File: config.mk
export PLATFORM = sky130hd
export DESIGN_NAME = ftr_queue
export DESIGN_NICKNAME = d
export VERILOG_FILES = /design/src/rtl/ftr_queue.sv
export SDC_FILE = /design/constraint.sdc
export NUM_CORES = 1
export LEC_CHECK = 0
export BUFFER_PORTS_ARGS = -buffer_cell sky130_fd_sc_hd__buf_2
export CORE_UTILIZATION = 50
export CTS_CLUSTER_DIAMETER = 40
export DETAILED_ROUTE_END_ITERATION = 8
export GPL_TIMING_DRIVEN = 0
export PLACE_DENSITY_LB_ADDON = 0.05
export SETUP_SLACK_MARGIN = 0.5
export SYNTH_ARGS = -nofsm -noshare
export SYNTH_HDL_FRONTEND = slang
export SYNTH_SLANG_ARGS = --single-unit
File: constraint.sdc
create_clock -name i_clk -period 1.9 [get_ports i_clk]
set_input_delay 0 -clock i_clk [delete_from_list [all_inputs] [get_ports i_clk]]
set_output_delay 0 -clock i_clk [all_outputs]
set_load 0.02 [all_outputs]
File: src/rtl/ftr_queue.sv
// Short queue between the front end and the divider back end.
`timescale 1ns / 1ps
`default_nettype none
module ftr_queue #(
    parameter int DW = 8
) (
    input  wire logic          i_clk,
    input  wire logic          i_rst_n,
    input  wire logic          i_push,
    input  wire logic [DW-1:0] i_data,
    input  wire logic          i_pop,
    output logic               o_full,
    output logic               o_empty,
    output logic [DW-1:0]      o_data
);
    localparam int DEPTH = 4;

    logic [DW-1:0] r_mem [DEPTH];
    logic [1:0]    r_wptr, r_rptr;
    logic [2:0]    r_count;
    logic          do_push, do_pop;

    assign o_full  = (r_count == 3'(DEPTH));
    assign o_empty = (r_count == '0);
    assign do_push = i_push && !o_full;
    assign do_pop  = i_pop && !o_empty;
    assign o_data  = r_mem[r_rptr];

    // Store the beat
    always_ff @(posedge i_clk) begin
        if (do_push) begin
            r_mem[r_wptr] <= i_data;
        end
    end

    // Advance pointers and fill level
    always_ff @(posedge i_clk) begin
        if (!i_rst_n) begin
            r_wptr  <= '0;
            r_rptr  <= '0;
            r_count <= '0;
        end else begin
            if (do_push) r_wptr <= r_wptr + 2'd1;
            if (do_pop)  r_rptr <= r_rptr + 2'd1;
            r_count <= r_count + 3'(do_push) - 3'(do_pop);
        end
    end

    a_count_bound: assert property (@(posedge i_clk) disable iff (!i_rst_n)
        r_count <= 3'(DEPTH)) else $error("queue overfilled");
    a_no_pop_empty: assert property (@(posedge i_clk) disable iff (!i_rst_n)
        !(i_pop && o_empty)) else $error("pop from empty queue");
    a_push_grows: assert property (@(posedge i_clk) disable iff (!i_rst_n)
        (do_push && !do_pop) |=> (r_count == $past(r_count) + 3'd1))
        else $error("fill level did not grow");

endmodule
`default_nettype wire

# [Yosys cells after proc, flatten, opt, wreduce, memory -nomap -nowiden]
# Memory sizes are Yosys's and may differ from the RTL's. A register that Yosys moved wholly into a read port is not among the register bits.
# Index checks and enable logic that the tools add are counted.
# W data, S select, Z words.
[totals] register_bits=7 mem_bits_rw=32 mem_count=1 wordCells=18 latch_bits=0 romBits=0
[op_classes] n_lt_le_gt_ge=0 mux=4 shifts=0 n_eq_ne=1 n_reduce_logical=5 addsub=4 div_mod_pow=0 bitwise_logic=0 n_mul=0
[mem_list] memory="r_mem" words=4 width=8 read_ports=1 rd_ports_with_merged_regs=1 wr=1 line_no="18" text="logic [DW-1:0] r_mem [DEPTH];"
[ops] operator="$add A2 B1 Y2 const B" count=2
[ops] operator="$mux W2" count=2
[ops] operator="$add A3 B1 Y3" count=1
[ops] operator="$eq A3 B3 Y1 const B" count=1
[ops] operator="$logic_not A3 Y1" count=1
[ops] operator="$sub A3 B1 Y3" count=1
[ops] operator="$logic_and A1 B1 Y1" count=2
[ops] operator="$logic_not A1 Y1" count=2
[ops] operator="$mux W1" count=2

# [Depth between registers and ports, before layout]
[depth] word_depth=5 mapped_depth=11

# [Least setup slack after synthesis]
# No wires, ideal clock.
[synth_timing] kind="flip-flop to flip-flop" start="reg r_count[1]" end="reg r_count[2]" path_slack_ps=-352 required_time_ps=1785 n_path_buf=0 path_stages_with_launch=10 synth_period_minus_slack_ps=2252 arrival_ps=2137 cell_sequence="dfxtp_1 -> nor3_2 -> nor2b_1 -> ha_1 -> inv_1 -> ha_1 -> fa_1 -> xnor2_1 -> xnor2_1 -> and2_1"
[synth_via] elab_cells_between_ends=8 cone_classes="2 x add/sub; 1 x eq/ne; 5 x reduce/logical"
[synth_lines] element="start: declaration" line_no="20" text="logic [2:0] r_count;"
[synth_lines] element="start signal: assignment" line_no="45" text="r_count <= r_count + 3'(do_push) - 3'(do_pop);"
[synth_lines] element="$logic_not A3 Y1" line_no="24" text="assign o_empty = (r_count == '0);"
[synth_lines] element="via o_empty" line_no="13" text="output logic o_empty,"
[synth_lines] element="$logic_not A1 Y1" line_no="26" text="assign do_pop = i_pop && !o_empty;"
[synth_lines] element="$logic_and A1 B1 Y1" line_no="26"
[synth_lines] element="via do_pop" line_no="21" text="logic do_push, do_pop;"
[synth_lines] element="$sub A3 B1 Y3" line_no="45"
# The timed path passes the listed nets, and every way through them passes these cells.
# A chain may end at the register's enable or synchronous reset.

# [Worst setup path after layout]
[layout_timing] start="reg r_count[2]" end="reg r_count[2]"
[layout_via] elab_chain_len=5 elab_cells_between_ends=8 cone_classes="2 x add/sub; 1 x eq/ne; 5 x reduce/logical"
[layout_rtl] element="$eq A3 B3 Y1" line_no="23" text="assign o_full = (r_count == 3'(DEPTH));"
[layout_rtl] element="$logic_not A1 Y1" line_no="25" text="assign do_push = i_push && !o_full;"
[layout_rtl] element="$logic_and A1 B1 Y1" line_no="25"
[layout_rtl] element="$add A3 B1 Y3" line_no="45"
[layout_rtl] element="$sub A3 B1 Y3 (*)" line_no="45"
# Every way passes the cells marked *; elsewhere a longest branch is shown, timed or not.

==> results.tsv <==
stage	metric	value	unit
run_status	outcome	finished with violations	
run_status	violations	setup timing	
timing	final.min_clock_period	2090	ps
global_routing	vias_in_the_first_global_route	849	
job	timing.max_cap.violations	0	
worst_setup_path	crit_path_max_fanout	3	
power	power.leakage	0.784	nW
drt	detail_route.first_pass.iterations	4	
floorplan	core_box_area	0.00308	sq mm
min_path	timing.hold.worst.start	i_pop	
timing	maxSlewHeadroom	74.7	%
floorplan	die-height	59.3	microns
synth	postSynthNetCount	112	
synth	synth_enable_flop_cells	32	
global_routing	use_met2	25.8	%
cells_and_area	fraction_of_final_layout_cells_sized_beyond_drive_strength_1	45.9	%
synth	yosysSeqAreaShare	69.5	%
placed_design	port-buffer-count	20	
global_routing	met3_usage	3.93	%
timing	worst_slew_pin_slew	379	ps
floorplan	floorplan.die_area	0.00352	sq mm
power	power.density_cell_area	1220	mW/mm^2
timing	worst_slack	-189	ps
synth	syn_area	0.00164	sq mm
drt	routed_wirelength	2490	microns
clock_network	cts_tree	done	
placed_design	place.detailed.hpwl	1580	microns
power	ir_worst_vdd	0.945	mV
floorplan	i_o_pins	22	
synth	cells_taking_the_most_area_after_synthesis	sky130_fd_sc_hd__edfxtp_1 (59%), sky130_fd_sc_hd__dfxtp_1 (11%), sky130_fd_sc_hd__mux4_2 (11%)	
worst_setup_path	critPathRequiredTime	2140	ps
global_routing	grt.overflow.total	0	
global_routing	global_route.peak_usage_layer	met2	
timing	fin_crit_sh	110	%
min_path	hold_path_depth	4	
drt	post-route-drc-count	0	
synth	synthArstFlopShare	0	%
worst_setup_path	crit_arrival	2330	ps
clock_network	h_tree_levels	2	
synth	yosysUniqueCellTypes	20	
drt	routed_via_density	4.89	
synth	synth.cells.most_frequent	sky130_fd_sc_hd__edfxtp_1 (32), sky130_fd_sc_hd__dfxtp_1 (9), sky130_fd_sc_hd__mux4_2 (8), sky130_fd_sc_hd__and2_1 (7)	
synth	synthFlopType	sky130_fd_sc_hd__edfxtp_1	
global_routing	groute.usage.overall	16.4	%
floorplan	rows	20	
global_routing	initial_antenna_violation_count	0	
synth	yosys.area.top_type_share	58.5	%
worst_setup_path	criticalPathCategory	reg -> reg	
placed_design	placed_cell_area	0.00182	sq mm
worst_setup_path	rrSetupSlack	-190	ps
worst_setup_path	timing.rr.start	r_count[2]$_SDFF_PN0_	
placed_design	placedCellCount	157	
timing	achievable-frequency	479	MHz
power	totalPowerFinal	2.61	mW
synth	ys_warn_count	0	
global_routing	groute.layer.met1.usage	20.5	%
worst_setup_path	r2r.worst_path.cells	11	
timing	timing.final.max_slew_violations	0	
timing	finalHoldWorstSlack	34.7	ps
worst_setup_path	critical_path.endpoint_type	flop	
clock_network	number_of_buffers_on_the_longest_clock_path	2	
placed_design	gp_congestion	0.598	
clock_network	clk_root_buffer_cell	sky130_fd_sc_hd__clkbuf_4	
timing	rsz_0062_raised_after_global_routing	true	
timing	setup_viol	2	
synth	synthMostInstantiatedCell	sky130_fd_sc_hd__edfxtp_1	
worst_setup_path	regToRegEndpoint	r_count[2]$_SDFF_PN0_	
floorplan	start_util	53.3	%
global_routing	wire_length_of_the_first_global_routing_pass	3910	microns
cells_and_area	instances_no_fill	179	
min_path	min_path_type	in -> reg	
cells_and_area	nets	153	
timing	report.final.hold_viol_count	0	
synth	yosysTopAreaCell	sky130_fd_sc_hd__edfxtp_1	
cells_and_area	design_area	0.00214	sq mm
synth	synth_seq_cells	41	
synth	syn_inst	93	
cells_and_area	antenna-diode-count	0	
clock_network	clock_sink_count	41	
min_path	holdPathEnd	r_rptr[1]$_SDFFE_PN0P_	
drt	vias	875	
drt	final_routed_wire_length_divided_by_cell_count	13.9	microns
global_routing	largest_net_degree_at_the_start_of_global_routing	13	
cells_and_area	layout-area-overhead-vs-synth	30.2	%
clock_network	clk_pin_slew	110	ps
timing	final.setup_skew	6.45	ps
synth	syn_avg_cell_area	17.7	sq um
worst_setup_path	crit_path_start_kind	flop	
drt	ant_nets	0	
clock_network	clk_latency	340	ps
clock_network	tritoncts.num_buffers	5	
drt	drt-initial-drc-count	12	
floorplan	die_w	59.3	microns
-- metal layers --
| metal | up-vias | share of wire [%] |
|---|---|---|
| met4 | 0 | 2.4 |
| met1 | 422 | 46 |
| met3 | 8 | 3.6 |
| met2 | 19 | 48 |
| met5 | - | 0 |
| li1 | 426 | - |
-- worst max-delay path by stage --
stage	endpoint	slack, ps	cells after the start	startpoint
after detailed placement	r_count[2]$_SDFF_PN0_	-210	11	r_count[2]$_SDFF_PN0_
after floorplan	r_count[2]$_SDFF_PN0_	-170	11	r_count[2]$_SDFF_PN0_
final	r_count[2]$_SDFF_PN0_	-190	11	r_count[2]$_SDFF_PN0_
after global placement	r_count[2]$_SDFF_PN0_	-200	11	r_count[2]$_SDFF_PN0_
after global routing	r_count[2]$_SDFF_PN0_	-270	11	r_count[2]$_SDFF_PN0_
after CTS	r_count[2]$_SDFF_PN0_	-180	11	r_count[2]$_SDFF_PN0_
-- where the power goes --
group          leakage [nW]  switching, mW  total, mW  internal (mW)
clock                0.0413          0.266      0.481          0.215
sequential            0.369         0.0769       1.18           1.11
combinational         0.374          0.423      0.948          0.525
-- logic make-up (layout without fill, tap and decap cells) --
kind of cell / count (synthesis) / after routing / share of synthesized area (%)
AO/OA/AOI/OAI: 4 / 4 / 1.37
XOR/XNOR: 2 / 2 / 1.07
adder cells (fa/ha/maj): 7 / 7 / 5.79
buffers and inverters: 10 / 52 / 2.82
flip-flops: 41 / 41 / 69.5
multiplexers: 10 / 10 / 12.2
AND/OR/NAND/NOR: 19 / 19 / 7.24
-- flip-flops by register name (all words and copies together) (netlist names), named ones only --
| name | count |
|---|---|
| r_mem | 32 |
| r_count | 3 |
| r_rptr | 2 |
| r_wptr | 2 |
-- through the flow --
stage | setup TNS [ps] | worst slack, ps | util (%)
floorplan | -295 | -171 | -
global placement | -255 | -197 | 59.1
detailed placement | -298 | -215 | 59.1
CTS | -181 | -177 | 67.8
global route | -319 | -272 | 69.4
finish | -191 | -189 | 69.4
-- cells in the final DEF (no fill, tap or decap), drive strengths merged, types with 2 or more instances in the layout --
cell	count
and2	7
buf	27
clkbuf	9
dfxtp	9
dlygate4sd3	9
edfxtp	32
ha	6
inv	6
mux2i	2
mux4	8
nand2	6
nor2b	2
o21ai	3
xnor2	2
-- what timing repair did --
action                     CTS  global route
buffers inserted             1             4
hold endpoints to repair    34             0
pin swaps                    4             1
hold buffers                 9             0
gates resized for setup     34             5
setup endpoints to repair   43            43
-- cell type report --
| class | instances | area [sq um] |
|---|---|---|
| Buffer | 4 | 40.0 |
| Clock buffer | 7 | 65.1 |
| Clock inverter | 1 | 5.00 |
| Fill cell | 219 | 941 |
| Inverter | 6 | 25.0 |
| Multi-Input combinational cell | 42 | 517 |
| Sequential cell | 41 | 1150 |
| Tap cell | 44 | 55.1 |
| Timing Repair Buffer | 34 | 282 |
-- critical path, cell delays in order, from the launching register on --
cell and delay (ps):
sky130_fd_sc_hd__dfxtp_4 380, sky130_fd_sc_hd__nor3b_4 150, sky130_fd_sc_hd__nor2b_1 130, sky130_fd_sc_hd__buf_6 120, sky130_fd_sc_hd__inv_4 30, sky130_fd_sc_hd__ha_4 250, sky130_fd_sc_hd__inv_2 40, sky130_fd_sc_hd__ha_4 140
sky130_fd_sc_hd__fa_2 340, sky130_fd_sc_hd__xnor2_2 140, sky130_fd_sc_hd__xnor2_1 110, sky130_fd_sc_hd__and2_1 150
No activity file was read; power rests on OpenSTA's default activity.
