## src/rtl/ftr_pkg.sv

```systemverilog
// Shared types and constants of the frame time remapper.
`timescale 1ns / 1ps
`default_nettype none
package ftr_pkg;

    // Output word width
    localparam int OUT_BITS = 29;

    // Mode register codes
    localparam logic [1:0] MODE_NORMAL   = 2'd0;
    localparam logic [1:0] MODE_REVERSE  = 2'd1;
    localparam logic [1:0] MODE_FIXED    = 2'd2;
    localparam logic [1:0] MODE_PINGPONG = 2'd3;

    // Flag bit positions
    localparam int FLAG_CUSTOM    = 0;
    localparam int FLAG_INV_LAYER = 1;
    localparam int FLAG_INV_PASS  = 2;
    localparam int FLAG_LOOP      = 3;

    // Register indexes on the APB port
    localparam logic [2:0] REG_MODE   = 3'd0;
    localparam logic [2:0] REG_FLAGS  = 3'd1;
    localparam logic [2:0] REG_RSTART = 3'd2;
    localparam logic [2:0] REG_REND   = 3'd3;
    localparam logic [2:0] REG_OFFSET = 3'd4;
    localparam logic [2:0] REG_SCALE  = 3'd5;
    localparam logic [2:0] REG_LAYER  = 3'd6;
    localparam logic [2:0] REG_PASS   = 3'd7;

    // How the back end forms the result from the remainder
    typedef enum logic [1:0] {
        SEL_DIRECT,
        SEL_S_PLUS_R,
        SEL_E_MINUS_R,
        SEL_PINGPONG
    } t_sel;

endpackage
`default_nettype wire

```

## src/rtl/ftr_front.sv

```systemverilog
// Front end: range, offset, filters, scaling and the results that need no division.
`timescale 1ns / 1ps
`default_nettype none
module ftr_front #(
    parameter int FB = 21
) (
    input  wire logic                 i_clk,
    input  wire logic                 i_rst_n,
    input  wire logic                 i_valid,
    output logic                      o_ready,
    input  wire logic signed [FB-1:0] i_frame,
    input  wire logic [15:0]          i_layer_id,
    input  wire logic [7:0]           i_layer_pass,
    input  wire logic signed [FB-1:0] i_scene_start,
    input  wire logic signed [FB-1:0] i_scene_end,
    input  wire logic [1:0]           i_mode,
    input  wire logic [3:0]           i_flags,
    input  wire logic signed [FB-1:0] i_range_start,
    input  wire logic signed [FB-1:0] i_range_end,
    input  wire logic signed [FB-1:0] i_frame_offset,
    input  wire logic [7:0]           i_frame_scale,
    input  wire logic [15:0]          i_layer_filter,
    input  wire logic [7:0]           i_pass_filter,
    input  wire logic                 i_full,
    output logic                      o_valid,
    output ftr_pkg::t_sel             o_sel,
    output logic signed [FB+9:0]      o_direct,
    output logic signed [FB-1:0]      o_s,
    output logic signed [FB-1:0]      o_e,
    output logic signed [FB+8:0]      o_t,
    output logic [FB-1:0]             o_div
);
    import ftr_pkg::*;

    localparam int OW = FB + 2;
    localparam int W  = FB + 10;
    localparam int TW = FB + 9;

    logic en1, en2;

    // Stage 1 signals
    logic signed [FB-1:0] s_sel, e_sel, s_c, e_c;
    logic signed [OW-1:0] tt;
    logic signed [FB:0]   off_n;
    logic                 lmiss, pmiss, byp_n;
    logic signed [TW-1:0] f_n;

    logic                 r1_valid;
    logic signed [FB-1:0] r1_cfra, r1_s, r1_e;
    logic signed [FB:0]   r1_off;
    logic signed [TW-1:0] r1_f;
    logic                 r1_byp, r1_loop;
    logic [1:0]           r1_mode;

    // Stage 2 signals
    logic signed [W-1:0]  tw, sw, ew, ow, fw, dw, ts, t2, nclamp, rclamp, n_direct;
    logic [FB-1:0]        d_n, n_div;
    t_sel                 n_sel;

    logic                 r2_valid;
    t_sel                 r2_sel;
    logic signed [W-1:0]  r2_direct;
    logic signed [FB-1:0] r2_s, r2_e;
    logic signed [TW-1:0] r2_t;
    logic [FB-1:0]        r2_div;

    assign en2     = !r2_valid || !i_full;
    assign en1     = !r1_valid || en2;
    assign o_ready = en1;

    // Working range, clamped at zero
    assign s_sel = i_flags[FLAG_CUSTOM] ? i_range_start : i_scene_start;
    assign e_sel = i_flags[FLAG_CUSTOM] ? i_range_end : i_scene_end;
    assign s_c   = s_sel[FB-1] ? '0 : s_sel;
    assign e_c   = e_sel[FB-1] ? '0 : e_sel;

    // Replace a negative offset by its reflected value
    assign tt    = OW'(e_c) - OW'(s_c) + OW'(i_frame_offset) + OW'(1);
    assign off_n = !i_frame_offset[FB-1] ? (FB+1)'(i_frame_offset) :
                   (tt[OW-1] ? (FB+1)'(-tt) : (FB+1)'(tt));

    // Filters and empty range
    assign lmiss = (i_layer_filter != '0) &&
                   ((i_layer_id == i_layer_filter) == i_flags[FLAG_INV_LAYER]);
    assign pmiss = (i_pass_filter != '0) &&
                   ((i_layer_pass == i_pass_filter) == i_flags[FLAG_INV_PASS]);
    assign byp_n = (e_c <= s_c) || lmiss || pmiss;

    // Scale the frame
    assign f_n = i_frame * $signed({1'b0, i_frame_scale});

    always_ff @(posedge i_clk) begin
        if (!i_rst_n) begin
            r1_valid <= 1'b0;
        end else if (en1) begin
            r1_valid <= i_valid;
        end
        if (en1) begin
            r1_cfra <= i_frame;
            r1_s    <= s_c;
            r1_e    <= e_c;
            r1_off  <= off_n;
            r1_f    <= f_n;
            r1_byp  <= byp_n;
            r1_loop <= i_flags[FLAG_LOOP];
            r1_mode <= i_mode;
        end
    end

    // Clamped modes and the operands of the division
    assign tw = W'(r1_f) + W'(r1_off) - W'(1);
    assign sw = W'(r1_s);
    assign ew = W'(r1_e);
    assign ow = W'(r1_off);
    assign fw = W'(r1_f);
    assign dw = ew - sw;
    assign ts = tw + sw;
    assign t2 = ew - tw - W'(1);
    assign nclamp = (ts < ew) ? ts : ew;
    assign rclamp = (t2 > sw) ? t2 + W'(1) : sw;
    assign d_n    = FB'(r1_e - r1_s);
    assign n_div  = (r1_mode == MODE_PINGPONG) ? d_n : d_n + FB'(1);

    // Pick the direct result or the way the remainder is used
    always_comb begin
        n_sel    = SEL_DIRECT;
        n_direct = sw;
        if (r1_byp) begin
            n_direct = W'(r1_cfra);
        end else begin
            unique case (r1_mode)
                MODE_FIXED: n_direct = ow;
                MODE_NORMAL: begin
                    if (r1_loop) n_sel = SEL_S_PLUS_R;
                    else n_direct = nclamp;
                end
                MODE_REVERSE: begin
                    if (r1_loop) n_sel = SEL_E_MINUS_R;
                    else n_direct = rclamp;
                end
                MODE_PINGPONG: begin
                    if (!r1_loop && (fw > dw + dw)) n_direct = sw + ow;
                    else n_sel = SEL_PINGPONG;
                end
                default: n_direct = sw;
            endcase
        end
    end

    always_ff @(posedge i_clk) begin
        if (!i_rst_n) begin
            r2_valid <= 1'b0;
        end else if (en2) begin
            r2_valid <= r1_valid;
        end
        if (en2) begin
            r2_sel    <= n_sel;
            r2_direct <= n_direct;
            r2_s      <= r1_s;
            r2_e      <= r1_e;
            r2_t      <= TW'(tw);
            r2_div    <= n_div;
        end
    end

    assign o_valid  = r2_valid;
    assign o_sel    = r2_sel;
    assign o_direct = r2_direct;
    assign o_s      = r2_s;
    assign o_e      = r2_e;
    assign o_t      = r2_t;
    assign o_div    = r2_div;

endmodule
`default_nettype wire

```

## config.mk

```make
export PLATFORM = sky130hd
export DESIGN_NAME = ftr_front
export DESIGN_NICKNAME = d
export VERILOG_FILES = /design/src/rtl/ftr_pkg.sv /design/src/rtl/ftr_front.sv
export SDC_FILE = /design/constraint.sdc
export NUM_CORES = 1
export LEC_CHECK = 0
export ABC_AREA = 1
export BUFFER_PORTS_ARGS = -buffer_cell sky130_fd_sc_hd__buf_4
export CELL_PAD_IN_SITES_DETAIL_PLACEMENT = 0
export CELL_PAD_IN_SITES_GLOBAL_PLACEMENT = 1
export CORE_MARGIN = 1
export CORE_UTILIZATION = 43
export DETAILED_ROUTE_END_ITERATION = 10
export PLACE_DENSITY = 0.83
export SYNTH_ARGS = -nofsm -noshare
export SYNTH_HDL_FRONTEND = slang
export SYNTH_SLANG_ARGS = --single-unit
```

## constraint.sdc

```tcl
create_clock -name i_clk -period 9.9 [get_ports i_clk]
set_clock_uncertainty 0.05 [all_clocks]
set_input_delay 1.485 -clock i_clk [delete_from_list [all_inputs] [get_ports i_clk]]
set_output_delay 1.485 -clock i_clk [all_outputs]
set_load 0.05 [all_outputs]
```

### Word-level counts from Yosys, hierarchy flattened

Cells that the tools add are included.

* register bits after elaboration: 243
* word-level logic and storage cells: 76
* bits in latches: 0
* memory bits (read-only): 0
* RAM bits: 0
* memories: 0
* output and inout bits: 128
* input bits: 192

* add/subtract/negate cells: 15
* $lt $le $gt $ge: 4
* bitwise gates (word level): 0
* muxes and demuxes: 18
* equality and inequality tests: 7
* shift operators: 0
* reduce and logical (&&, ||, !) cells: 14
* multiply operators: 1
* div/mod/pow operators: 0

Operators by type and width (count)
* $mux W31: 6
* $pmux W31 S4: 1
* $mux W21: 3
* $sub A20 B20 Y21: 3
* $sub A31 B2 Y31 const B: 2
* $mux W20: 3
* $add A21 B21 Y22: 2
* $add A30 B22 Y31: 1
* $add A31 B2 Y31 const B: 1
* $add A31 B21 Y31: 1
* $gt A31 B21 Y1: 1
* $lt A31 B21 Y1: 1
* $sub A21 B31 Y31: 1
* $gt A30 B22 Y1: 1
* $mul A21 B9 Y30: 1
* $add A21 B22 Y23: 1
* $add A22 B2 Y23 const B: 1
* $mux W22: 1
* $neg A22 Y22: 1
* $add A21 B1 Y21 const B: 1
* $le A20 B20 Y1: 1
* $eq A16 B16 Y1: 1
* $reduce_bool A16 Y1: 1
* $eq A8 B8 Y1: 1
* other kinds (11): 22

### Longest topological paths before layout

Gate-level depths: netlist of the first run.

* depth in word-level cells: 9
* gate-level depth with buffers: 47
* depth with buffers taken out: 45

### Worst setup path after synthesis of the first run

No wires, ideal clock.

* kind: reg-to-reg
* start point: reg r1_off[1]
* end point: reg r2_direct[11], in the netlist o_direct[11] (data pin)
* cell stages (with the launch flop): 44
* clock period less this slack: 6.890 ns
* data required time: 9.598 ns
* library setup time: 0.252 ns
* arrival time: 6.588 ns
* setup slack: 3.010 ns
* buffers on the path: 2
* cells stage by stage: edfxtp_1 -> inv_1 -> ha_1 -> inv_1 -> ha_1 -> inv_1 -> fa_1 -> inv_1 -> nand2_1 -> a21oi_1 -> xor2_1 -> ha_1 -> a21oi_1 -> a21boi_0 -> o21ai_0 -> a31oi_1 -> o21ai_0 -> a21boi_0 -> (+8 left out) -> a21oi_1 -> nand3_1 -> nor2_1 -> nand2_1 -> nor2_1 -> nand2_1 -> ha_1 -> clkbuf_1 -> clkinv_1 -> clkbuf_1 -> nand2_1 -> a22oi_1 -> o21ai_0 -> o21ai_0 -> a21oi_1 -> nand2_1 -> nand2_1 -> nand2_1

* cells in the longest elaborated chain, start to end: 9
* elaborated cells on any way between the ends: 16
* those cells by class: 7 x add/sub; 2 x order compare; 7 x mux

Ends and longest elaborated chain
* start, declared: RTL line ftr_front.sv:50 `logic signed [FB:0] r1_off;`
* start signal, assigned: RTL line ftr_front.sv:102 `r1_off <= off_n;`
* $add A30 B22 Y31 (*): RTL line ftr_front.sv:111 `assign tw = W'(r1_f) + W'(r1_off) - W'(1);`
* $sub A31 B2 Y31 (*): RTL line ftr_front.sv:111
* net tw[5]: RTL line ftr_front.sv:56 `logic signed [W-1:0] tw, sw, ew, ow, fw, dw, ts, t2, nclamp, rclamp, n_direct;`
* $sub A21 B31 Y31: RTL line ftr_front.sv:118 `assign t2 = ew - tw - W'(1);`
* $sub A31 B2 Y31: RTL line ftr_front.sv:118
* $add A31 B2 Y31 / $gt A31 B21 Y1 (equally long branches): RTL line ftr_front.sv:120 `assign rclamp = (t2 > sw) ? t2 + W'(1) : sw;`
* $mux W31: RTL line ftr_front.sv:120
* $mux W31: RTL line ftr_front.sv:138 `if (r1_loop) n_sel = SEL_E_MINUS_R;`
* $pmux W31 S4 (*): RTL line ftr_front.sv:131 `unique case (r1_mode)`
* $mux W31 (*): RTL line ftr_front.sv:128 `if (r1_byp) begin`
* net n_direct[11]: RTL line ftr_front.sv:56
* end signal, assigned: RTL line ftr_front.sv:158 `r2_direct <= n_direct;`
* end, declared: RTL line ftr_front.sv:62 `logic signed [W-1:0] r2_direct;`

Mark *: on every way through the listed nets, which the timed path passes. The rest lies on a longest branch.
A chain may end at the register's enable or synchronous reset.

### Worst setup path in the final report of the first run

* start point: reg r1_off[1]
* end point: reg r2_direct[6], in the netlist o_direct[6] (data pin)

* cells in the longest elaborated chain, start to end: 9
* elaborated cells on any way between the ends: 16
* those cells by class: 7 x add/sub; 2 x order compare; 7 x mux

Ends and longest elaborated chain (RTL line)
* $add A30 B22 Y31 (*): ftr_front.sv:111
* $sub A31 B2 Y31 (*): ftr_front.sv:111
* net tw[7]: ftr_front.sv:56
* $sub A21 B31 Y31: ftr_front.sv:118
* $sub A31 B2 Y31: ftr_front.sv:118
* $gt A31 B21 Y1: ftr_front.sv:120
* $mux W31: ftr_front.sv:120
* $mux W31: ftr_front.sv:138
* $pmux W31 S4 (*): ftr_front.sv:131
* $mux W31 (*): ftr_front.sv:128
* net n_direct[6]: ftr_front.sv:56

Marks and branches as above.

==> results by group, run 1 <==
Synthesis
  – Post-synth ARST share: 0%
  – Post-synthesis sequential area ratio: 24.99%
  – Synth Area per Inst: about 7.6 um2
  – Flops & latches, synth: ~240
  – Synth Instances: between 3k and 4k
  – Synth unique cells: 70
  – Synthesis warning total: 0
  – Synth Cell Area: about 29,000 um2
  – Main flop type after synthesis: edfxtp_1
  – Number of synthesized flops with an enable pin: 241

Min path
  – Worst hold stages: 2
  – Hold WC Path Type: reg2reg
  – HP Start: r1_valid$_SDFFE_PN0P_
  – Worst Hold End: o_valid$_SDFFE_PN0P_

CTS
  – Worst-Skew Late Latency: 610 ps
  – Clock transition at path regs: around 60 ps
  – Num Clock Sinks: approximately 240
  – Root buf cell: clkbuf_16
  – Cts repair resizes: 0
  – Num CTS Buffers: 29
  – CTS H-tree depth: 1
  – Post-CTS Hold Fix Bufs: 0
  – Clk buf depth: 3
  – Setup Buffers After CTS: 0
  – CTS tree: done

Critical path
  – CP peak stage delay: approximately 500 ps
  – Startpoint Class: flop
  – FF-to-FF path depth: 44
  – Crit. End Element: flop
  – Slowest CP cell: edfxtp_1
  – Worst EP arrival: 9020 ps
  – WS Path Type: reg2reg
  – Top delay family on crit path: compound AO/OA/AOI/OAI gates
  – Crit path buf inv count: 7
  – Worst R2R End: o_direct[6]$_DFFE_PP_
  – Crit path max fanout: 24
  – Crit Reg-Reg Startpoint: r1_off[1]$_DFFE_PP_
  – Crit-path most repeated cell: nand2_1
  – Reg2reg setup slack: ~1200 ps
  – WP data required: about 10,000 ps

STA
  – Final hold vios: 0
  – Setup violations, final: 0
  – Final period util: 87.96%
  – Max-slew violation count: 0
  – Final Critical Period: ~8700 ps
  – Sum Neg Setup Slack: 0 ps
  – Slew @ Worst Pin: approximately 980 ps
  – Max_slew headroom: 34.66%
  – Max Fclk: between 100 and 150 MHz
  – Unrepaired setup endpoints after global routing: false

Routing
  – TritonRoute pass-1 iters: 6
  – Routed WL per cell: slightly above 20 um
  – Vias per inst: approximately 5.2
  – ANT nets after route: 0
  – DR vias: around 26k
  – Residual DRC count: 0
  – Routed wire length: ~100,000 um
  – DRT iter0 DRCs: roughly 2.4k

GRT
  – Global route total overflow: 0
  – GRT Max-Usage Layer: met2
  – Global-route usage over all layers: between 20 and 30%
  – First-pass GRT wire length: 152,600 um
  – Antenna violations before repair: 3
  – Maximum number of pins on one net before global-route repair: 71
  – M1 GR Usage: approximately two fifths
  – Met2 global-route usage: a little under half
  – Met3 Use GR: 4.393%
  – Vias in the first global route: approximately 26k

Floorplan
  – Die span in y: about 260 um
  – Starting density of the core: between 40% and 50%
  – Die width: 262.2 um
  – Core ar.: between 60,000 and 70,000 um2
  – DIE AREA: 68,770 um2
  – Ports: 320
  – Core Rows: between 90 and 100

Final layout
  – Area of the multi-input gates: approximately 18,000 um2
  – Share of layout cells above drive strength 1: around 13%
  – Area growth, synth to finish: 14.23%
  – Nets@finish: around 4.8k
  – Fillers: between 6k and 7k
  – Register area: 7277 um2
  – Util after Layout: 49.62%

Placed design
  – Final HPWL DP: about 85,000 um
  – Final GP Congestion: 0.9612
  – IO buf count: ~320

Run
  – Maxcap violations: 0

Run status
  – Outcome: completed
-- cells by family after synthesis --
| group | share of synthesized area, % |
|---|---|
| simple gates | 22.99 |
| buf+inv | 11.85 |
| compound gates | 9.307 |
| fa+ha+maj | 22.75 |
| flops | 24.99 |
| xor+xnor | 6.488 |
| mux | 1.616 |
| other cells | 0.01288 |
-- per-layer routing --
metal	wire length (um)	up-vias
li1	-	12890
met1	45330	12330
met2	45520	917
met3	7730	131
met4	2716	4
met5	33	-
-- synthesized netlist by cell type, types with 18 or more instances --
master | count | area [um2]
a21oi_1 | 237 | 1186
clkbuf_1 | 49 | 183.9
clkbuf_2 | 18 | 90.09
edfxtp_1 | 241 | 7237
fa_1 | 139 | 2783
ha_1 | 307 | 3841
inv_1 | 780 | 2928
mux2_2 | 40 | 450.4
nand2_1 | 926 | 3476
nand2_2 | 43 | 269.0
nand3_1 | 155 | 775.7
nand3_2 | 18 | 180.2
nand4_1 | 80 | 500.5
nor2_1 | 185 | 694.4
nor3_1 | 41 | 205.2
o211ai_1 | 22 | 165.2
o21ai_0 | 139 | 695.7
xnor2_1 | 62 | 543.0
xor2_1 | 150 | 1314
-- registers in the layout, summed over array words and instances (netlist names) --
signal / count
o_div: 21
r1_off: 22
r1_valid: 1
o_e: 20
r1_cfra: 21
o_valid: 1
r1_s: 20
r1_e: 20
o_sel: 2
r1_f: 30
r1_byp: 1
o_direct: 31
r1_loop: 1
o_t: 30
o_s: 20
r1_mode: 2
-- cell type report --
type	count	share of cell area, %
well taps	873	3.284
repair buffers	334	7.538
clock buffers	30	2.193
flip-flops and latches	243	21.88
inverters	801	9.054
multi-input cells	2706	55.36
clock inverters	22	0.6846
diodes	1	0.007523
-- per-stage QoR --
step	cell area, um2	hold WS (ps)	setup WS (ps)	std cells
finish	33260	435.5	1192	5010
global route	33260	451.6	577.6	5009
CTS	33260	437.3	1403	5009
detailed placement	32300	428.1	1426	4957
global placement	32300	421.7	1522	4957
floorplan	29120	377.1	3010	3835
-- how the worst max path moves through the flow --
stage	start	end	depth (start not counted)
2_1_floorplan	r1_off[1]$_DFFE_PP_	o_direct[11]$_DFFE_PP_	43
3_3_place_gp	r1_off[1]$_DFFE_PP_	o_direct[6]$_DFFE_PP_	44
3_5_place_dp	r1_off[1]$_DFFE_PP_	o_direct[6]$_DFFE_PP_	44
4_1_cts	r1_off[1]$_DFFE_PP_	o_direct[15]$_DFFE_PP_	44
5_1_grt	r1_off[1]$_DFFE_PP_	o_direct[8]$_DFFE_PP_	44
6_report	r1_off[1]$_DFFE_PP_	o_direct[6]$_DFFE_PP_	44
-- worst reg2reg max path: cells and delay by family (launching register included) --
family / cells / cell delay, ps
AO/OA/AOI/OAI: 14 / 2890
XOR/XNOR: 1 / 480
adder cells (fa/ha/maj): 6 / 1890
buffers and inverters: 7 / 960
flip-flops: 1 / 500
AND/OR/NAND/NOR: 16 / 1700
-- cells in the final DEF (no fill, tap or decap), drive strengths merged, types with 3 or more instances in the layout --
cell type / Yosys / layout
clkinv: 2 / 13
o211ai: 22 / 22
nand3b: 6 / 6
nand3: 176 / 176
ha: 307 / 307
fa: 139 / 139
nand4: 81 / 81
a21oi: 242 / 242
a21o: 8 / 8
o21ai: 147 / 147
a211oi: 7 / 7
inv: 799 / 804
o21bai: 7 / 7
o31ai: 6 / 6
or4: 3 / 3
xnor2: 62 / 62
nand2: 977 / 977
a21boi: 9 / 9
clkbuf: 70 / 30
or2: 5 / 5
nor3: 43 / 43
nor4: 17 / 17
mux2: 40 / 40
bufinv: 0 / 3
a22oi: 4 / 4
buf: 12 / 334
nor2: 209 / 209
edfxtp: 241 / 241
o21a: 4 / 4
o221ai: 9 / 9
clkinvlp: 0 / 3
xor2: 152 / 152
a31oi: 7 / 7
Power of run 1 is left out: the tool's default activity adds up to more than one toggle a clock period on the data nets, which glitch-free logic cannot reach.
==> inputs of run 2 (changes only) <==
CORE_ASPECT_RATIO = 0.5   (was unset)
CORE_UTILIZATION = 45   (was 43)
GPL_ROUTABILITY_DRIVEN = 1   (was unset)
PLACE_DENSITY = 0.87   (was 0.83)
==> results by group, run 2 (synthesized netlist as in run 1, its figures left out) <==
GRT
  – Global route total overflow: 0
  – Maximum number of pins on one net before global-route repair: 64
  – First-pass GRT wire length: around 150,000 um
  – Vias in the first global route: 25.71k
  – Global-route usage over all layers: 31.13%
  – Antenna violations before repair: 6

Placed design
  – IO buf count: about 320
  – Final GP Congestion: ~1.0
  – Final HPWL DP: approximately 86,000 um

Final layout
  – Nets@finish: ~4.7k
  – Commonest cells after routing, fill and taps aside: nand2_1 (925), inv_1 (779), buf_4 (332)
  – Area growth, synth to finish: 13.91%
  – Commonest non-fill, non-tap cell in the layout: nand2_1
  – Max FFs per register: 31
  – Share of layout cells above drive strength 1: a little over an eighth
  – Fillers: a little over 6k

Critical path
  – FF-to-FF path depth: 42
  – Crit path max fanout: 15
  – Crit path depth: 42
  – Crit-path most repeated cell: nand2_1
  – Crit. End Element: flop
  – Crit path buf inv count: 5
  – WP data required: 10,190 ps
  – Reg2reg setup slack: between 1000 and 1500 ps
  – CP peak stage delay: about 600 ps
  – Top delay family on crit path: compound AO/OA/AOI/OAI gates
  – Slowest CP cell: a21boi_0
  – Startpoint Class: flop
  – CP startpoint: r1_off[1]$_DFFE_PP_
  – Crit Reg-Reg Startpoint: r1_off[1]$_DFFE_PP_
  – WS Path Type: reg2reg
  – Worst EP arrival: 9090 ps

Run
  – Maxcap violations: 0

Floorplan
  – Die width: 361.8 um
  – Core Rows: 65
  – Die span in y: between 150 and 200 um
  – Ports: 320
  – Starting density of the core: a little under half
  – Core ar.: 63,520 um2
  – DIE AREA: 65,800 um2

STA
  – Max Fclk: about 110 MHz
  – Slew @ Worst Pin: a little over 1000 ps
  – Sum Neg Setup Slack: 0 ps
  – Final period util: between 80% and 90%
  – Final Critical Period: 8802 ps
  – Setup violations, final: 0
  – Unrepaired setup endpoints after global routing: false
  – Final hold vios: 0
  – Max-slew violation count: 0
  – Max_slew headroom: a little under a third

CTS
  – Worst-Skew Late Latency: 620 ps
  – CTS tree: done
  – CTS H-tree depth: 1
  – Clk buf depth: 3
  – Num Clock Sinks: about 240
  – Cts repair resizes: 0
  – Setup Buffers After CTS: 0
  – Num CTS Buffers: 26
  – Clock transition at path regs: 70 ps
  – Root buf cell: clkbuf_16
  – Post-CTS Hold Fix Bufs: 0

Routing
  – TritonRoute pass-1 iters: 6
  – Routed wire length: about 100,000 um
  – DRT iter0 DRCs: around 2.6k
  – ANT nets after route: 0
  – Residual DRC count: 0
  – DR vias: between 20k and 30k
  – Vias per inst: between 5 and 6
  – Routed WL per cell: 20.63 um

Min path
  – HP Start: r1_valid$_SDFFE_PN0P_
  – Hold WC Path Type: reg2reg
  – Worst hold stages: 2

Run status
  – Outcome: completed
-- run 2: cell type report --
class,instances,area [um2],share of cell area [%]
antenna,3,7.507,0.02263
clock buffer,29,661.9,1.995
clock inverter,19,207.7,0.6262
inverter,801,3012,9.079
multi-input combinational,2706,18420,55.54
sequential,243,7277,21.94
tap,871,1090,3.285
timing repair buffer,332,2492,7.514
-- run 2: per-stage QoR --
stage | instances | util (%) | worst slack [ps] | hold slack [ps] | cell area, um2
6_report | 5004 | 52.22 | 1098 | 439.5 | 33170
5_1_grt | 5004 | 52.22 | 527.2 | 474.6 | 33170
4_1_cts | 5001 | 52.21 | 1287 | 443.9 | 33160
3_5_place_dp | 4953 | 50.84 | 1320 | 435.9 | 32290
3_3_place_gp | 4953 | 50.84 | 1390 | 419.9 | 32290
2_1_floorplan | 3835 | - | 3010 | 377.1 | 29120
-- run 2: path summary, 6_finish.rpt --
| kind | to |
|---|---|
| setup / recovery | o_direct[2]$_DFFE_PP_ |
| hold / removal | o_valid$_SDFFE_PN0P_ |
| setup reg to reg | o_direct[2]$_DFFE_PP_ |
| hold reg to reg | o_valid$_SDFFE_PN0P_ |
-- run 2: routing by layer --
metal | up-vias | track usage [%] | share of wire (%)
li1 | 12880 | - | -
met1 | 12690 | 45.61 | 46
met2 | 1049 | 47.27 | 42
met3 | 112 | 6.122 | 10
met4 | 2 | 6.508 | 1.9
met5 | - | 0 | 0.013
-- run 2: worst min-delay path, delay by kind of cell (launching register included) --
| kind | cells | cell delay, ps |
|---|---|---|
| buffers and inverters | 1 | 60 |
| AO/OA/AOI/OAI | 1 | 50 |
| flip-flops | 1 | 330 |
Power of run 2 is left out for the same reason.
==> inputs of run 3 (changes only) <==
CTS_CLUSTER_DIAMETER = 50   (was unset)
GPL_ROUTABILITY_DRIVEN = unset   (was 1)
clock period = 10.5 ns   (was 9.9 ns; I/O delays follow)
==> results by group, run 3 (synthesized netlist as in run 1, its figures left out) <==
Floorplan
  – Core ar.: roughly 64,000 um2
  – Ports: 320
  – Die span in y: 181.9 um
  – Core Rows: 65
  – Starting density of the core: 45.85%
  – Die width: approximately 360 um
  – DIE AREA: approximately 66,000 um2

Final layout
  – Commonest cells after routing, fill and taps aside: nand2_1 (925), inv_1 (779), buf_4 (330)
  – Share of layout cells above drive strength 1: 13.60%
  – Fillers: around 6.1k
  – Nets@finish: ~4.8k
  – Commonest non-fill, non-tap cell in the layout: nand2_1
  – Area growth, synth to finish: 14.90%
  – Max FFs per register: 31

Critical path
  – WP data required: 10,750 ps
  – WS Path Type: reg2reg
  – Worst EP arrival: ~9200 ps
  – Crit path max fanout: 25
  – Slowest CP cell: ha_1
  – CP peak stage delay: 790 ps
  – Crit. End Element: flop
  – Crit-path most repeated cell: nand2_1
  – Startpoint Class: flop

Placed design
  – IO buf count: 317
  – Post-place setup slack: approximately 1800 ps
  – Final GP Congestion: 1.016
  – Final HPWL DP: 86,220 um

GRT
  – Global route total overflow: 0
  – First-pass GRT wire length: roughly 150,000 um
  – Vias in the first global route: about 26k
  – Global-route usage over all layers: between 30% and 40%
  – Maximum number of pins on one net before global-route repair: 67
  – Antenna violations before repair: 12

STA
  – Max-slew violation count: 0
  – Sum Neg Setup Slack: 0 ps
  – Hold Slack: about 450 ps
  – Final Critical Period: 8952 ps
  – Final period util: 85.26%
  – Unrepaired setup endpoints after global routing: false
  – Setup violations, final: 0
  – Fin worst setup slack: between 1500 and 2000 ps
  – Final hold vios: 0
  – Max_slew headroom: a little under a third
  – Slew @ Worst Pin: slightly above 1000 ps
  – Max Fclk: around 110 MHz

Routing
  – DRT iter0 DRCs: around 2.7k
  – ANT nets after route: 0
  – DR vias: between 20k and 30k
  – Routed wire length: just over 100,000 um
  – Vias per inst: around 5.4
  – Routed WL per cell: around 21 um
  – Residual DRC count: 0
  – TritonRoute pass-1 iters: 6

CTS
  – CTS tree: done
  – Post-CTS Hold Fix Bufs: 0
  – Clock transition at path regs: 60 ps
  – Clk buf depth: 3
  – CTS H-tree depth: 2
  – Num CTS Buffers: 34
  – Root buf cell: clkbuf_16
  – Worst-Skew Late Latency: 590 ps
  – Setup Buffers After CTS: 0
  – Cts repair resizes: 0
  – Num Clock Sinks: ~240

Run status
  – Outcome: completed

Min path
  – Hold WC Path Type: reg2reg

Run
  – Maxcap violations: 0
[run 3: cell types whose count changed in the layout (fill, tap and decap cells not counted)]
cell | previous run | this run
buf_4 | 332 | 330
clkbuf_16 | 26 | 34
clkinv_1 | 8 | 4
clkinv_2 | 3 | 2
clkinv_8 | 0 | 3
clkinvlp_4 | 6 | 4
diode_2 | 3 | 4
inv_16 | 0 | 1
inv_6 | 0 | 5
inv_8 | 0 | 2
[run 3: final timing paths]
check                                            from  slack [ps]  cells past startpoint               endpoint
worst min-delay path            r1_valid$_SDFFE_PN0P_         450                      2   o_valid$_SDFFE_PN0P_
worst max-delay path              r1_off[1]$_DFFE_PP_        1550                     42  o_direct[4]$_DFFE_PP_
worst min register to register  r1_valid$_SDFFE_PN0P_         450                      2   o_valid$_SDFFE_PN0P_
worst max register to register    r1_off[1]$_DFFE_PP_        1550                     42  o_direct[4]$_DFFE_PP_
[run 3: cell type report]
type	count	area (um2)	share of cell area [%]
sequential	243	7277	21.75
inverter	801	3012	9.001
multi-input combinational	2706	18420	55.06
timing repair buffer	330	2477	7.404
tap	871	1090	3.257
clock buffer	37	862.1	2.577
antenna	4	10.01	0.02992
clock inverter	23	307.8	0.9199
[run 3: metrics by stage]
stage                     std cells  instance area, um2  util [%]
final                          5015               33460     52.68
after global routing           5014               33460     52.67
after CTS                      5011               33450     52.66
after detailed placement       4951               32280     50.82
after global placement         4951               32280     50.82
after floorplan                3835               29120         -
[run 3: worst max-delay path, delay by kind of cell (launching register included)]
| family | cells | cell delay [ps] |
|---|---|---|
| adders and majority gates | 6 | 2340 |
| xor gates and xnor gates | 1 | 300 |
| buffers and inverters | 6 | 810 |
| and+or+nand+nor | 14 | 1350 |
| DFF | 1 | 430 |
| AOI/OAI and AO/OA | 15 | 3360 |
[run 3: layer usage]
metal	global-route usage [%]	wire length (um)	vias up
met5	0	33	-
met4	8.678	2700	6
met3	8.396	11880	141
met2	45.33	42630	1161
met1	45.22	46690	12730
li1	-	-	12910
Power of run 3 is left out for the same reason.
